[src/hdl/mmn_pkg.sv]
// mmn_pkg: shared constants and controller/datapath interface types
// for the min-max normalize block; no dependencies
package mmn_pkg;

  localparam int SAMPLE_BITS_DEF = 16;
  localparam int OUT_BITS        = 16;
  localparam int RCP_BITS        = 32;
  localparam int DIV_CNT_BITS    = $clog2(RCP_BITS);
  localparam int FRAC_SHIFT      = 16;
  localparam logic [OUT_BITS-1:0] Q_ONE = 16'h8000;

  localparam int TUSER_CMD   = 0;
  localparam int TUSER_START = 1;

  localparam logic CMD_MEASURE = 1'b0;
  localparam logic CMD_APPLY   = 1'b1;

  typedef struct packed {
    logic meas;
    logic restart;
    logic load_x;
    logic div_init;
    logic div_step;
    logic mul;
    logic sat;
  } mmn_cmd_t;

  typedef struct packed {
    logic rcp_ready;
    logic span_flat;
    logic div_last;
  } mmn_sts_t;

endpackage

[src/hdl/mmn_ctrl.sv]
// mmn_ctrl: sequencing state machine for the min-max normalize block
// depends on mmn_pkg
module mmn_ctrl (
  input  logic              clk,
  input  logic              rst,
  input  logic              in_valid,
  output logic              in_ready,
  input  logic              in_command,
  input  logic              in_start,
  output logic              out_valid,
  input  logic              out_ready,
  output mmn_pkg::mmn_cmd_t cmd,
  input  mmn_pkg::mmn_sts_t sts
);

  typedef enum logic [3:0] {
    S_IDLE = 4'b0001,
    S_DIV  = 4'b0010,
    S_MUL  = 4'b0100,
    S_SAT  = 4'b1000
  } state_t;

  state_t state;
  state_t state_next;
  logic   accept;
  logic   out_full;

  assign in_ready  = (state == S_IDLE);
  assign out_valid = out_full;
  assign accept    = in_valid && in_ready;

  always_comb begin
    state_next = state;
    cmd        = '0;
    case (state)
      S_IDLE: begin
        if (accept) begin
          if (in_command == mmn_pkg::CMD_MEASURE) begin
            cmd.meas    = 1'b1;
            cmd.restart = in_start;
          end else begin
            cmd.load_x = 1'b1;
            if (in_start || !sts.rcp_ready) begin
              cmd.div_init = 1'b1;
              state_next   = sts.span_flat ? S_MUL : S_DIV;
            end else begin
              state_next = S_MUL;
            end
          end
        end
      end
      S_DIV: begin
        cmd.div_step = 1'b1;
        if (sts.div_last) begin
          state_next = S_MUL;
        end
      end
      S_MUL: begin
        cmd.mul    = 1'b1;
        state_next = S_SAT;
      end
      S_SAT: begin
        // output register free or draining this cycle
        if (!out_full || out_ready) begin
          cmd.sat    = 1'b1;
          state_next = S_IDLE;
        end
      end
      default: begin
        state_next = S_IDLE;
      end
    endcase
  end

  always_ff @(posedge clk) begin
    if (rst) begin
      state    <= S_IDLE;
      out_full <= 1'b0;
    end else begin
      state <= state_next;
      if (cmd.sat) begin
        out_full <= 1'b1;
      end else if (out_ready) begin
        out_full <= 1'b0;
      end
    end
  end

endmodule

[src/hdl/mmn_datapath.sv]
// mmn_datapath: running min/max, serial reciprocal divider, multiply and saturate
// depends on mmn_pkg
module mmn_datapath #(
  parameter int SAMPLE_BITS = mmn_pkg::SAMPLE_BITS_DEF
) (
  input  logic                          clk,
  input  logic                          rst,
  input  mmn_pkg::mmn_cmd_t             cmd,
  output mmn_pkg::mmn_sts_t             sts,
  input  logic signed [SAMPLE_BITS-1:0] sample,
  output logic [mmn_pkg::OUT_BITS-1:0]  normalized,
  output logic                          flat_range
);

  localparam int SB        = SAMPLE_BITS;
  localparam int PROD_BITS = SB + mmn_pkg::RCP_BITS;
  localparam int SHR_BITS  = PROD_BITS - mmn_pkg::FRAC_SHIFT;

  localparam logic signed [SB-1:0] MOST_POS = {1'b0, {(SB-1){1'b1}}};
  localparam logic signed [SB-1:0] MOST_NEG = {1'b1, {(SB-1){1'b0}}};
  localparam logic [mmn_pkg::DIV_CNT_BITS-1:0] CNT_LAST = '1;

  logic signed [SB-1:0]               run_min;
  logic signed [SB-1:0]               run_max;
  logic                               rcp_ready;
  logic                               range_flat;
  logic signed [SB-1:0]               x;
  logic [mmn_pkg::RCP_BITS-1:0]       recip;
  logic [SB-1:0]                      rem;
  logic [mmn_pkg::DIV_CNT_BITS-1:0]   cnt;
  logic [PROD_BITS-1:0]               prod;

  logic signed [SB-1:0] base_min;
  logic signed [SB-1:0] base_max;
  logic signed [SB:0]   span_full;
  logic [SB-1:0]        span;
  logic [SB:0]          rem_sh;
  logic                 rem_ge;
  logic signed [SB:0]   diff;
  logic [SHR_BITS-1:0]  shr;

  assign base_min  = cmd.restart ? MOST_POS : run_min;
  assign base_max  = cmd.restart ? MOST_NEG : run_max;
  assign span_full = {run_max[SB-1], run_max} - {run_min[SB-1], run_min};
  assign span      = span_full[SB-1:0];
  assign rem_sh    = {rem, (cnt == '0)};
  assign rem_ge    = rem_sh >= {1'b0, span};
  assign diff      = {x[SB-1], x} - {run_min[SB-1], run_min};
  assign shr       = prod[PROD_BITS-1:mmn_pkg::FRAC_SHIFT];

  assign sts.rcp_ready = rcp_ready;
  assign sts.span_flat = (run_max <= run_min);
  assign sts.div_last  = (cnt == CNT_LAST);

  always_ff @(posedge clk) begin
    if (rst) begin
      run_min    <= MOST_POS;
      run_max    <= MOST_NEG;
      rcp_ready  <= 1'b0;
      range_flat <= 1'b0;
      cnt        <= '0;
    end else begin
      if (cmd.meas) begin
        run_min   <= (sample < base_min) ? sample : base_min;
        run_max   <= (sample > base_max) ? sample : base_max;
        rcp_ready <= 1'b0;
      end
      if (cmd.div_init) begin
        cnt <= '0;
        if (sts.span_flat) begin
          range_flat <= 1'b1;
          rcp_ready  <= 1'b1;
        end
      end
      if (cmd.div_step) begin
        cnt <= cnt + 1'b1;
        if (sts.div_last) begin
          range_flat <= 1'b0;
          rcp_ready  <= 1'b1;
        end
      end
    end
  end

  always_ff @(posedge clk) begin
    if (cmd.load_x) begin
      x <= sample;
    end
    if (cmd.div_init) begin
      rem   <= '0;
      recip <= '0;
    end
    if (cmd.div_step) begin
      rem   <= rem_ge ? rem_sh[SB-1:0] - span : rem_sh[SB-1:0];
      recip <= {recip[mmn_pkg::RCP_BITS-2:0], rem_ge};
    end
    if (cmd.mul) begin
      if (!diff[SB] && (diff != '0)) begin
        prod <= PROD_BITS'(diff[SB-1:0]) * PROD_BITS'(recip);
      end else begin
        prod <= '0;
      end
    end
    if (cmd.sat) begin
      flat_range <= range_flat;
      if (range_flat) begin
        normalized <= '0;
      end else if (shr > SHR_BITS'(mmn_pkg::Q_ONE)) begin
        normalized <= mmn_pkg::Q_ONE;
      end else begin
        normalized <= shr[mmn_pkg::OUT_BITS-1:0];
      end
    end
  end

  a_div_sets_ready: assert property (@(posedge clk) disable iff (rst)
    cmd.div_step && sts.div_last |=> rcp_ready && !range_flat)
    else $error("reciprocal not ready after last division step");

  a_meas_clears_ready: assert property (@(posedge clk) disable iff (rst)
    cmd.meas |=> !rcp_ready)
    else $error("measure transaction left reciprocal marked ready");

  a_flat_zero: assert property (@(posedge clk) disable iff (rst)
    cmd.sat && range_flat |=> flat_range && (normalized == '0))
    else $error("flat range result not zero");

  a_sat_bound: assert property (@(posedge clk) disable iff (rst)
    cmd.sat |=> normalized <= mmn_pkg::Q_ONE)
    else $error("normalized value above one");

endmodule

[src/hdl/min_max_normalize.sv]
// min_max_normalize: top level of the two-pass min-max contrast stretch
// depends on mmn_pkg, mmn_ctrl, mmn_datapath
//
//  channel  dir  tdata                         tuser
//  s_axis   in   sample                        command, frame_start
//  m_axis   out  normalized                    flat_range
//
// measure transaction: accepted without leaving idle, no result
// apply transaction: multiply then saturate step; result valid from the output
//   register, when the next transaction can also be taken; a reciprocal recompute
//   first runs the serial divider (one quotient bit per cycle), skipped for a flat range
// the result waits in an output register; a following apply stalls in its
//   saturate step until that register drains
// rst is synchronous and returns min/max to their extreme values
module min_max_normalize #(
  parameter int SAMPLE_BITS = mmn_pkg::SAMPLE_BITS_DEF
) (
  input  logic                                clk,
  input  logic                                rst,
  input  logic                                s_axis_tvalid,
  output logic                                s_axis_tready,
  input  logic [((SAMPLE_BITS+7)/8)*8-1:0]    s_axis_tdata,  // sample
  input  logic [1:0]                          s_axis_tuser,  // command, frame_start
  output logic                                m_axis_tvalid,
  input  logic                                m_axis_tready,
  output logic [mmn_pkg::OUT_BITS-1:0]        m_axis_tdata,  // normalized
  output logic [0:0]                          m_axis_tuser   // flat_range
);

  mmn_pkg::mmn_cmd_t cmd;
  mmn_pkg::mmn_sts_t sts;
  logic              flat_range;

  assign m_axis_tuser[0] = flat_range;

  mmn_ctrl u_ctrl (
    .clk        (clk),
    .rst        (rst),
    .in_valid   (s_axis_tvalid),
    .in_ready   (s_axis_tready),
    .in_command (s_axis_tuser[mmn_pkg::TUSER_CMD]),
    .in_start   (s_axis_tuser[mmn_pkg::TUSER_START]),
    .out_valid  (m_axis_tvalid),
    .out_ready  (m_axis_tready),
    .cmd        (cmd),
    .sts        (sts)
  );

  mmn_datapath #(
    .SAMPLE_BITS (SAMPLE_BITS)
  ) u_datapath (
    .clk        (clk),
    .rst        (rst),
    .cmd        (cmd),
    .sts        (sts),
    .sample     ($signed(s_axis_tdata[SAMPLE_BITS-1:0])),
    .normalized (m_axis_tdata),
    .flat_range (flat_range)
  );

endmodule

[config.mk]
export PLATFORM = sky130hd
export DESIGN_NAME = min_max_normalize
export DESIGN_NICKNAME = d
export VERILOG_FILES = /design/src/hdl/mmn_pkg.sv /design/src/hdl/mmn_ctrl.sv /design/src/hdl/mmn_datapath.sv /design/src/hdl/min_max_normalize.sv
export SDC_FILE = /design/constraint.sdc
export NUM_CORES = 2
export LEC_CHECK = 0
export BUFFER_PORTS_ARGS = -buffer_cell sky130_fd_sc_hd__buf_2
export CORE_ASPECT_RATIO = 0.7
export CORE_MARGIN = 2
export CORE_UTILIZATION = 41
export CTS_BUF_LIST = sky130_fd_sc_hd__clkbuf_16
export DETAILED_ROUTE_END_ITERATION = 10
export GPL_ROUTABILITY_DRIVEN = 0
export GPL_TIMING_DRIVEN = 0
export PLACE_DENSITY = 0.62
export SLEW_MARGIN = 20
export SYNTH_ARGS = -nofsm -noshare
export SYNTH_HDL_FRONTEND = slang
export SYNTH_HIERARCHICAL = 1
export SYNTH_SLANG_ARGS = --single-unit
[constraint.sdc]
create_clock -name clk -period 7.5 [get_ports clk]
set_input_delay 2.25 -clock clk [delete_from_list [all_inputs] [get_ports clk]]
set_output_delay 2.25 -clock clk [all_outputs]
set_load 0.005 [all_outputs]
==> metrics.md <==
| Metric | Value |
|---|---|
| Total Routing Usage GR | 23.8% |
| PortBufs | 40 |
| Clk slew on worst S/H paths | around 0.070 ns |
| Row count | 75 |
| Total congestion overflow | 0 |
| Number of H-tree levels | 4 |
| Min-delay worst type | flop to flop |
| Final setup fails | 28 |
| Setup slack after layout | -0.644 ns |
| Worst skew pair latency | 0.48 ns |
| Synthesis Warnings | 6 |
| Pre-CTS WS | -1.99 ns |
| Filler instances | approximately 5700 |
| Die area | 63100 um^2 |
| Number of top-level pins | 41 |
| Status | finished with violations |
| Layout cells sized above 1 | 11.1% |
| Req. time, crit path | 7.72 ns |
| CTS sink count | 157 |
| Rel. slew slack | 28.5% |
| Worst-Margin Slew | about 1.1 ns |
| Initial antenna violation count | 2 |
| Post-synth EDFFs | about 110 |
| Die width | 299 um |
| Routed vias | 19700 |
| #FFs+latches synth | 157 |
| Critical Path AT | 8.37 ns |
| Share of flip-flops with an asynchronous set or reset | 0% |
| Netlist Area Pre-Place | 25000 um^2 |
| CTS max path bufs | 2 |
| Sequential area share after synthesis | between 10% and 20% |
| Drt wl/cell | 19.6 um |
| Max incr delay on CP | 0.53 ns |
| Max Cap Viol | 0 |
| Fin nets | around 3500 |
| Final core occ | between 40% and 50% |
| Core ar. | 60200 um^2 |
| Failing checks | negative setup slack |
| Root Driver | clkbuf_16 |
| Post-DRT Antenna Nets | 0 |
| Yosys cell types | 72 |
| Layout area overhead | 13.7% |
| CP max-delay cell | fa_1 |
| Setup CP Type | flop to flop |
| Fin. Hold Viols | 0 |
| Largest net degree at the start of global routing | 33 |
| CP endpoint kind | flop |
| CP startpoint kind | flop |
| Detailed Route WL | 72300 um |
| Syn Nets | 3405 |
| CP Max Fanout | 5 |
| Main flop type after synthesis | edfxtp_1 |
| Initial core utilization | 41.6% |
| Vias in the first global route | 20400 |
| Die Span Y | 211 um |
| Via/cell ratio | 5.34 |
| Router iterations before antenna repair | 7 |
| First-pass GRT wire length | 114000 um |
| Reg2reg setup slack | -0.64 ns |
| Crit-path most repeated cell | fa_1 |
| RSZ-0062 raised after global routing | yes |
| Detailed Place HPWL | 58600 um |
| Iteration-0 DRC Markers | 1780 |
| Slew Limit Fails | 0 |
| # DRC | 0 |
| Fmax | 123 MHz |
| Fin crit share | 109% |
| CTS tree | done |
| Avg Cell Area, Syn | 9.06 um^2 |
| Synthesized instance count | 2763 |
| Post-route clock skew | 0.0161 ns |
| Min cycle time layout | ~8 ns |
| Total CTS buffers | 17 |
per-layer routing:
layer | wire (um) | share of wire [%] | global-route usage [%] | vias to the layer above
li1 | - | - | - | 8834
met2 | 30200 | 42 | 34.7 | 747
met1 | 32800 | 45 | 34.4 | 10000
met4 | 1990 | 2.8 | 7.22 | 2
met5 | 124 | 0.17 | 1.38 | -
met3 | 7160 | 9.9 | 6.48 | 94
critical path: cells and delay by family, from the launching register on:
family | cells | cell delay [ns]
buffers and inverters | 5 | 0.49
AND/OR/NAND/NOR | 2 | 0.25
AO/OA/AOI/OAI | 14 | 3.11
flip-flops | 1 | 0.37
adder cells (fa/ha/maj) | 9 | 3.66
cell usage in the layout (no fill, tap or decap), types with 24 or more instances in the layout:
cell,synthesis,layout
and3_1,32,32
nor2b_1,36,35
nand3_1,34,28
ha_1,200,169
dfxtp_1,44,41
o21ai_0,40,24
nor2_1,138,132
edfxtp_1,113,113
clkbuf_1,110,69
fa_1,420,409
inv_1,552,547
a21oi_1,74,56
and2_1,178,175
nand2_1,386,380
mux2i_1,32,31
buf_2,3,45
nand2b_1,47,47
a21o_1,39,37
ha_4,0,25
buf_4,3,43
nor3_1,30,27
path summary, 6_finish.rpt:
check                                startpoint                                 end  cells past startpoint
max                   u_datapath/x[0]$_DFFE_PP_   u_datapath/prod[44]$_SDFFCE_PN0P_                     30
min          u_datapath/run_max[0]$_SDFFE_PP0P_  u_datapath/run_max[0]$_SDFFE_PP0P_                      1
max reg2reg           u_datapath/x[0]$_DFFE_PP_   u_datapath/prod[44]$_SDFFCE_PN0P_                     30
min reg2reg  u_datapath/run_max[0]$_SDFFE_PP0P_  u_datapath/run_max[0]$_SDFFE_PP0P_                      1
timing repair:
action | CTS | global route
setup endpoints to repair | 32 | 32
cloned | 1 | 0
resized for setup | 154 | 147
setup buffers | 29 | 18
hold buffers | 0 | 0
pin swaps | 50 | 63
endpoints found under the hold margin | 0 | 0
flip-flops by register name, indices dropped and copies added, names as in the netlist:
| register | cells |
|---|---|
| u_ctrl/state | 4 |
| u_datapath/run_max | 16 |
| u_ctrl/out_valid | 1 |
| u_datapath/rem | 16 |
| u_datapath/cnt | 5 |
| u_datapath/normalized | 16 |
| u_datapath/recip | 32 |
| u_datapath/run_min | 16 |
| u_datapath/flat_range | 1 |
| u_datapath/x | 16 |
| u_datapath/prod | 32 |
| u_datapath/range_flat | 1 |
| u_datapath/rcp_ready | 1 |
logic make-up after synthesis:
group	share of synthesized area, %
muxes	1.37
xor gates and xnor gates	1.92
DFF	17.1
buffers and inverters	10.1
adders and majority gates	43.6
and+or+nand+nor	18.4
AOI/OAI and AO/OA	7.52
Yosys cell counts, types with 3 or more instances:
cell	count	area, um^2
dfxtp_1	44	881
nor4_1	8	50.1
o21ai_0	40	200
nand2b_1	47	294
and3_1	32	200
nand3b_1	4	30.0
o31ai_1	7	52.6
and2_1	178	1110
o21bai_1	7	52.6
xor2_1	20	175
or3_1	9	56.3
nand4_1	21	131
a31o_2	4	35.0
o211ai_1	10	75.1
nand3_1	34	170
buf_2	3	15.0
nor3_1	30	150
a211oi_1	8	60.1
o21a_1	20	150
mux2i_1	32	320
o31a_1	4	35.0
nand2_1	386	1450
inv_1	552	2070
and4_1	4	35.0
buf_4	3	22.5
o211a_1	4	40.0
nor2_1	138	518
o2111ai_1	3	26.3
a22o_1	15	131
ha_1	200	2500
edfxtp_1	113	3390
clkbuf_1	110	413
fa_1	420	8410
xnor2_1	35	307
a31oi_1	12	75.1
a21o_1	39	293
a21oi_1	74	370
a311oi_1	3	26.3
nor2b_1	36	225
or4_1	5	37.5
through the flow:
stage / cells / hold WS (ns) / area (um^2) / setup TNS, ns
floorplan: 2763 / 0.442 / 25100 / -0.0505
CTS: 3672 / 0.495 / 27800 / -14.20
global route: 3687 / 0.509 / 28500 / -19.19
finish: 3688 / 0.490 / 28500 / -10.21
global placement: 3611 / 0.463 / 26300 / -45.93
detailed placement: 3614 / 0.478 / 26300 / -50.79
area by class of cell:
type | instances | area, um^2 | area share [%]
flip-flops and latches | 157 | 4280 | 15.0
well taps | 808 | 1010 | 3.55
multi-input cells | 1937 | 19200 | 67.5
diodes | 1 | 2.50 | 0.00879
plain buffers | 110 | 646 | 2.27
clock buffers | 19 | 475 | 1.67
inverters | 553 | 2080 | 7.29
repair buffers | 90 | 678 | 2.38
clock inverters | 13 | 73.8 | 0.259
Power is not shown: default switching activity piles up to over one toggle a cycle in this logic, so the estimate is an artifact.
